**src/rtl/vnf_pkg.sv**
```systemverilog
`timescale 1ns / 1ps
// ----------------------------------------------------------------------------
// vnf_pkg
// Shared types and constants of the fractal value-noise height pipeline.
// ----------------------------------------------------------------------------
package vnf_pkg;

   localparam int unsigned DEF_MAX_OCTAVES = 8;
   localparam int unsigned COUNT_W         = 5;
   localparam int unsigned SUM_W           = 61;
   localparam int unsigned NORM_W          = 37;
   localparam int unsigned QUOT_W          = 24;
   localparam int unsigned DIV_W           = SUM_W + QUOT_W;

   localparam logic [31:0] OCT_SEED_STEP = 32'd1315423911;
   localparam logic [31:0] HASH_MUL_X    = 32'h9E3779B1;
   localparam logic [31:0] HASH_MUL_Z    = 32'h85EBCA6B;
   localparam logic [23:0] UNIT_MAX      = 24'hFFFFFF;
   localparam logic [31:0] ONE_Q16       = 32'h0001_0000;

   typedef enum logic [2:0] {
      REG_NOISE_SEED   = 3'd0,
      REG_OCTAVE_COUNT = 3'd1,
      REG_PERSISTENCE  = 3'd2,
      REG_LACUNARITY   = 3'd3,
      REG_HEIGHT_SCALE = 3'd4
   } reg_index_type;

   typedef struct packed {
      logic              valid;
      logic [31:0]       x;
      logic [31:0]       z;
      logic [31:0]       freq;
      logic [31:0]       amp;
      logic [SUM_W-1:0]  sum;
      logic [NORM_W-1:0] norm;
   } carry_type;

endpackage

```
**src/rtl/vnf_divide.sv**
```systemverilog
`timescale 1ns / 1ps
// ----------------------------------------------------------------------------
// vnf_divide
// Pipelined restoring divider: one quotient bit per stage, normalized value.
// ----------------------------------------------------------------------------
module vnf_divide (
   input  logic                              clock,
   input  logic                              reset,
   input  logic                              in_valid,
   input  logic [vnf_pkg::SUM_W-1:0]         in_sum,
   input  logic [vnf_pkg::NORM_W-1:0]        in_norm,
   output logic                              out_valid,
   output logic [vnf_pkg::QUOT_W-1:0]        out_quot
);

   localparam int unsigned QW = vnf_pkg::QUOT_W;
   localparam int unsigned DW = vnf_pkg::DIV_W;

   logic                          vld_ff  [0:QW];
   logic                          zero_ff [0:QW];
   logic                          cap_ff  [0:QW];
   logic [vnf_pkg::SUM_W-1:0]     rem_ff  [0:QW];
   logic [vnf_pkg::NORM_W-1:0]    nrm_ff  [0:QW];
   logic [QW-1:0]                 quo_ff  [0:QW];

   always_ff @(posedge clock) begin
      zero_ff[0] <= (in_norm == '0);
      cap_ff[0]  <= DW'(in_sum) >= (DW'(in_norm) << QW);
      rem_ff[0]  <= in_sum;
      nrm_ff[0]  <= in_norm;
      quo_ff[0]  <= '0;
      if (reset) begin
         vld_ff[0] <= 1'b0;
      end else begin
         vld_ff[0] <= in_valid;
      end
   end

   for (genvar k = 0; k < QW; k++) begin : g_bit
      logic [DW-1:0] shifted;
      logic [DW-1:0] diff;
      logic          ge;

      assign shifted = DW'(nrm_ff[k]) << (QW - 1 - k);
      assign ge      = DW'(rem_ff[k]) >= shifted;
      assign diff    = DW'(rem_ff[k]) - shifted;

      always_ff @(posedge clock) begin
         zero_ff[k+1] <= zero_ff[k];
         cap_ff[k+1]  <= cap_ff[k];
         nrm_ff[k+1]  <= nrm_ff[k];
         rem_ff[k+1]  <= ge ? diff[vnf_pkg::SUM_W-1:0] : rem_ff[k];
         quo_ff[k+1]  <= quo_ff[k] | (QW'(ge) << (QW - 1 - k));
         if (reset) begin
            vld_ff[k+1] <= 1'b0;
         end else begin
            vld_ff[k+1] <= vld_ff[k];
         end
      end
   end

   assign out_valid = vld_ff[QW];
   assign out_quot  = zero_ff[QW] ? '0 : (cap_ff[QW] ? vnf_pkg::UNIT_MAX : quo_ff[QW]);

endmodule

```
**config.mk**
```make
export PLATFORM = sky130hd
export DESIGN_NAME = vnf_divide
export DESIGN_NICKNAME = d
export VERILOG_FILES = /design/src/rtl/vnf_pkg.sv /design/src/rtl/vnf_divide.sv
export SDC_FILE = /design/constraint.sdc
export NUM_CORES = 2
export LEC_CHECK = 0
export ABC_AREA = 0
export BUFFER_PORTS_ARGS = -buffer_cell sky130_fd_sc_hd__buf_4
export CAP_MARGIN = 20
export CORE_ASPECT_RATIO = 0.5
export CORE_UTILIZATION = 55
export CTS_CLUSTER_DIAMETER = 50
export DETAILED_ROUTE_END_ITERATION = 7
export GPL_ROUTABILITY_DRIVEN = 0
export GPL_TIMING_DRIVEN = 0
export PLACE_DENSITY_LB_ADDON = 0.05
export SYNTH_ARGS = -nofsm -noshare
export SYNTH_HDL_FRONTEND = slang
export SYNTH_SLANG_ARGS = --single-unit
```
**constraint.sdc**
```tcl
create_clock -name clock -period 9.55 [get_ports clock]
set_input_delay 1.4325 -clock clock [delete_from_list [all_inputs] [get_ports clock]]
set_output_delay 1.4325 -clock clock [all_outputs]
set_load 0.05 [all_outputs]
```
==> impl_metrics.json <==
{
  "grt_pass1_wl_mm": 506,
  "crit_path_max_fanout": 10,
  "post_route_cell_area_mm2": 0.136,
  "seq_area_frac_synth_pct": 44.5,
  "timing.final.setup_violations": 0,
  "worst-endpoint-required_ps": 10360,
  "first_iteration_detailed_routing_drc_count": 6197,
  "ys_async_sr_fraction_pct": 0,
  "total_leakage_power_nw": 60.5,
  "power.ir.vdd_worst_uv": 175,
  "internal_power_mw": 29.7,
  "fin_total_pwr_mw": 49.1,
  "final_core_util_pct": 61.3,
  "dpl_worst_slack_ps": 4210,
  "chipWidth_um": 670,
  "antenna_found_initial": 4,
  "worstSkewPairLatency_ps": 910,
  "cts-hold-fix-buffers": 0,
  "ff2ff_path_depth": 14,
  "post-synth-top-area-cell": "sky130_fd_sc_hd__dfxtp_1",
  "postSynthRegisterBits": 2727,
  "boundaryPins": 126,
  "cts_post_setup_buffers_inserted": 0,
  "grt_use_total_pct": 28.4,
  "viasPerCell": 5.56,
  "detail_route.drc_violations": 0,
  "max-cap-violations": 0,
  "achievable-frequency_mhz": 182,
  "height_of_the_die_um": 336,
  "cts_max_path_buffers": 4,
  "crit-reg2reg-capture": "rem_ff[0][705]",
  "syn_nets": 14617,
  "num_rows": 122,
  "swShare_pct": 39.6,
  "outcome": "finished, final reports clean",
  "power.density_mw_per_mm2": 362,
  "cts_resized": 0,
  "maximum_clock_skew_at_final_layout_ps": 51.7,
  "place_hpwl_mm": 264,
  "post_synth.cell_area_avg_um2": 9.04,
  "power.combinational.fraction_pct": 45.1,
  "tightest_slew_ps": 1330,
  "seqPwrFrac_pct": 34.1,
  "wire_per_inst_um": 19.3,
  "cp-endpoint": "rem_ff[0][705]",
  "final_layout_size_suffix_gt1_share_pct": 5.99,
  "synth_warnings": 0,
  "synthTopCellsByArea": "sky130_fd_sc_hd__dfxtp_1 45%, sky130_fd_sc_hd__ha_1 9.4%, sky130_fd_sc_hd__a21oi_1 5.1%",
  "start_util_pct": 55.4,
  "min_path_type": "reg2reg",
  "grt_pass1_vias": 94069,
  "tritoncts_clock_tree": "yes",
  "synth_largest_type_area_fraction_pct": 44.5,
  "synthDistinctLibCells": 108,
  "drt.antenna.violating_nets": 0,
  "synth_enable_flop_cells": 0,
  "cts_num_sinks": 2727,
  "worst_setup_path_startpoint": "rem_ff[0][623]",
  "setup-tns-final_ps": 0,
  "area_delta_synth_final_pct": 10.7,
  "final-max-slew-violation-count": 0,
  "buffer_ports.inserted": 125,
  "clk_root_buffer_cell": "sky130_fd_sc_hd__clkbuf_16",
  "netlist_instances": 13568,
  "dpl-instance-area_mm2": 0.127,
  "area_of_the_mapped_netlist_mm2": 0.123,
  "cp-end-kind": "flop",
  "postLayoutSetupSlackWorst_ps": 4040,
  "criticalPathCategory": "reg2reg",
  "drt_pre_antenna_iters": 6,
  "regToRegSetupSlack_ps": 4040,
  "dr_total_vias": 95191,
  "cts_htree_levels": 4,
  "max-slew-margin-rel_pct": 10.8,
  "die_area_mm2": 0.225,
  "worst_path_arrival_time_ps": 6310,
  "overflow": 0,
  "netSwitchingPower_mw": 19.5,
  "critPathLaunchType": "flop",
  "maximum_number_of_pins_on_one_net_before_global_route_repair": 20,
  "clock_power_share_pct": 20.8,
  "postRouteWirelength_mm": 330,
  "hold_violations": 0,
  "finish.net_count": 14999,
  "share_of_the_clock_period_used_by_the_worst_path_after_layout_pct": 57.7,
  "core_area_mm2": 0.221,
  "r2r-start": "rem_ff[0][623]",
  "rsz_0062_raised_after_global_routing": "false",
  "clock_pin_slew_reported_for_the_worst_setup_and_hold_paths_after_clock_tree_synthesis_ps": 70,
  "cts_made_buffers": 240,
  "synth_flop_cell": "sky130_fd_sc_hd__dfxtp_1",
  "final.min_clock_period_ps": 5510
}
## cell usage after synthesis (110+ instances only)
library cell	number
sky130_fd_sc_hd__clkbuf_1	399
sky130_fd_sc_hd__nor2_1	979
sky130_fd_sc_hd__mux2_2	151
sky130_fd_sc_hd__xnor2_1	565
sky130_fd_sc_hd__nand2b_1	134
sky130_fd_sc_hd__inv_1	1152
sky130_fd_sc_hd__dfxtp_1	2727
sky130_fd_sc_hd__o21bai_1	134
sky130_fd_sc_hd__a21oi_1	1261
sky130_fd_sc_hd__nor2b_1	175
sky130_fd_sc_hd__nor3_1	203
sky130_fd_sc_hd__nand4_1	257
sky130_fd_sc_hd__o21a_1	110
sky130_fd_sc_hd__nand2_1	927
sky130_fd_sc_hd__a21o_1	509
sky130_fd_sc_hd__nor4_1	182
sky130_fd_sc_hd__nand3_1	246
sky130_fd_sc_hd__xor2_1	445
sky130_fd_sc_hd__ha_1	925
sky130_fd_sc_hd__o21ai_0	824
## power by group through the flow
stage / clock, mW / sequential (mW) / combinational, mW
floorplan: 0 / 16.0 / 16.9
global placement: 0 / 16.9 / 21.4
detailed placement: 0 / 16.9 / 21.6
CTS: 10.4 / 16.7 / 21.8
global route: 10.9 / 17.0 / 24.5
finish: 10.2 / 16.8 / 22.1
## worst max-delay path, stage by stage (launching register included)
cell                       delay (ps)
sky130_fd_sc_hd__dfxtp_1          320
sky130_fd_sc_hd__inv_1             50
sky130_fd_sc_hd__ha_1             130
sky130_fd_sc_hd__inv_1             60
sky130_fd_sc_hd__fa_1             390
sky130_fd_sc_hd__a21o_1           210
sky130_fd_sc_hd__a221oi_1         480
sky130_fd_sc_hd__o31ai_1          310
sky130_fd_sc_hd__a21oi_1          520
sky130_fd_sc_hd__o21ai_0          300
sky130_fd_sc_hd__a221oi_1         940
sky130_fd_sc_hd__o21ai_1          480
sky130_fd_sc_hd__clkbuf_1         430
sky130_fd_sc_hd__buf_1            470
sky130_fd_sc_hd__a21oi_1          290
## flip-flops by register name, indices dropped and copies added, names as in the netlist
name     cells
cap_ff      25
nrm_ff     888
rem_ff    1464
zero_ff     25
quo_ff     300
vld_ff      25
## worst min path at each step
stage / startpoint / to / slack [ps] / cells past startpoint
after global placement: quo_ff[5][22] / quo_ff[6][22] / 310 / 0
after CTS: quo_ff[22][4] / quo_ff[23][4] / 320 / 0
final: quo_ff[22][4] / quo_ff[23][4] / 310 / 0
after floorplan: cap_ff[0][9] / cap_ff[0][10] / 310 / 0
after detailed placement: cap_ff[0][13] / cap_ff[0][14] / 310 / 0
after global routing: quo_ff[17][12] / quo_ff[18][12] / 330 / 0
## cell families after synthesis
kind of cell | count (synthesis) | share of synthesized area [%]
buffers and inverters | 1616 | 5.01
adders and majority gates | 948 | 9.81
xor gates and xnor gates | 1010 | 7.21
muxes | 170 | 1.58
AOI/OAI and AO/OA | 3517 | 17.6
DFF | 2727 | 44.5
and+or+nand+nor | 3580 | 14.3
## stage by stage
step | hold WS (ps) | std cells
2_1_floorplan | 310 | 13568
3_3_place_gp | 310 | 16669
3_5_place_dp | 312 | 16681
4_1_cts | 321 | 17119
5_1_grt | 326 | 17123
6_report | 314 | 17124
## placed cells by master, fill, tap and decap left out, types with 151 or more instances in the layout
master,count
sky130_fd_sc_hd__clkbuf_16,244
sky130_fd_sc_hd__nor2_1,979
sky130_fd_sc_hd__a21o_1,509
sky130_fd_sc_hd__a21oi_1,1261
sky130_fd_sc_hd__nor3_1,202
sky130_fd_sc_hd__ha_1,925
sky130_fd_sc_hd__xor2_1,445
sky130_fd_sc_hd__nor4_1,177
sky130_fd_sc_hd__o21ai_0,824
sky130_fd_sc_hd__nand3_1,246
sky130_fd_sc_hd__nand4_1,257
sky130_fd_sc_hd__nand2_1,927
sky130_fd_sc_hd__xnor2_1,565
sky130_fd_sc_hd__mux2_2,151
sky130_fd_sc_hd__nor2b_1,175
sky130_fd_sc_hd__inv_1,1152
sky130_fd_sc_hd__clkbuf_1,432
sky130_fd_sc_hd__dfxtp_1,2727
## layer usage
layer  part of all wire (%)  global-route usage [%]
met1                     38                    29.1
met2                     49                    52.6
met3                    3.9                    3.45
met4                    9.1                    23.2
met5                      0                       0
## final cells by class
class                      count  area (um2)
clock buffer                 320        6820
fill                       19168       85700
sequential                  2727       54600
clock inverter               118        1540
antenna                        2        5.00
multi-input combinational   9225       62000
tap                         2976        3720
inverter                    1155        4340
buffer                       461        1810
timing repair buffer         140        1030
(Power assumes the default switching activity.)
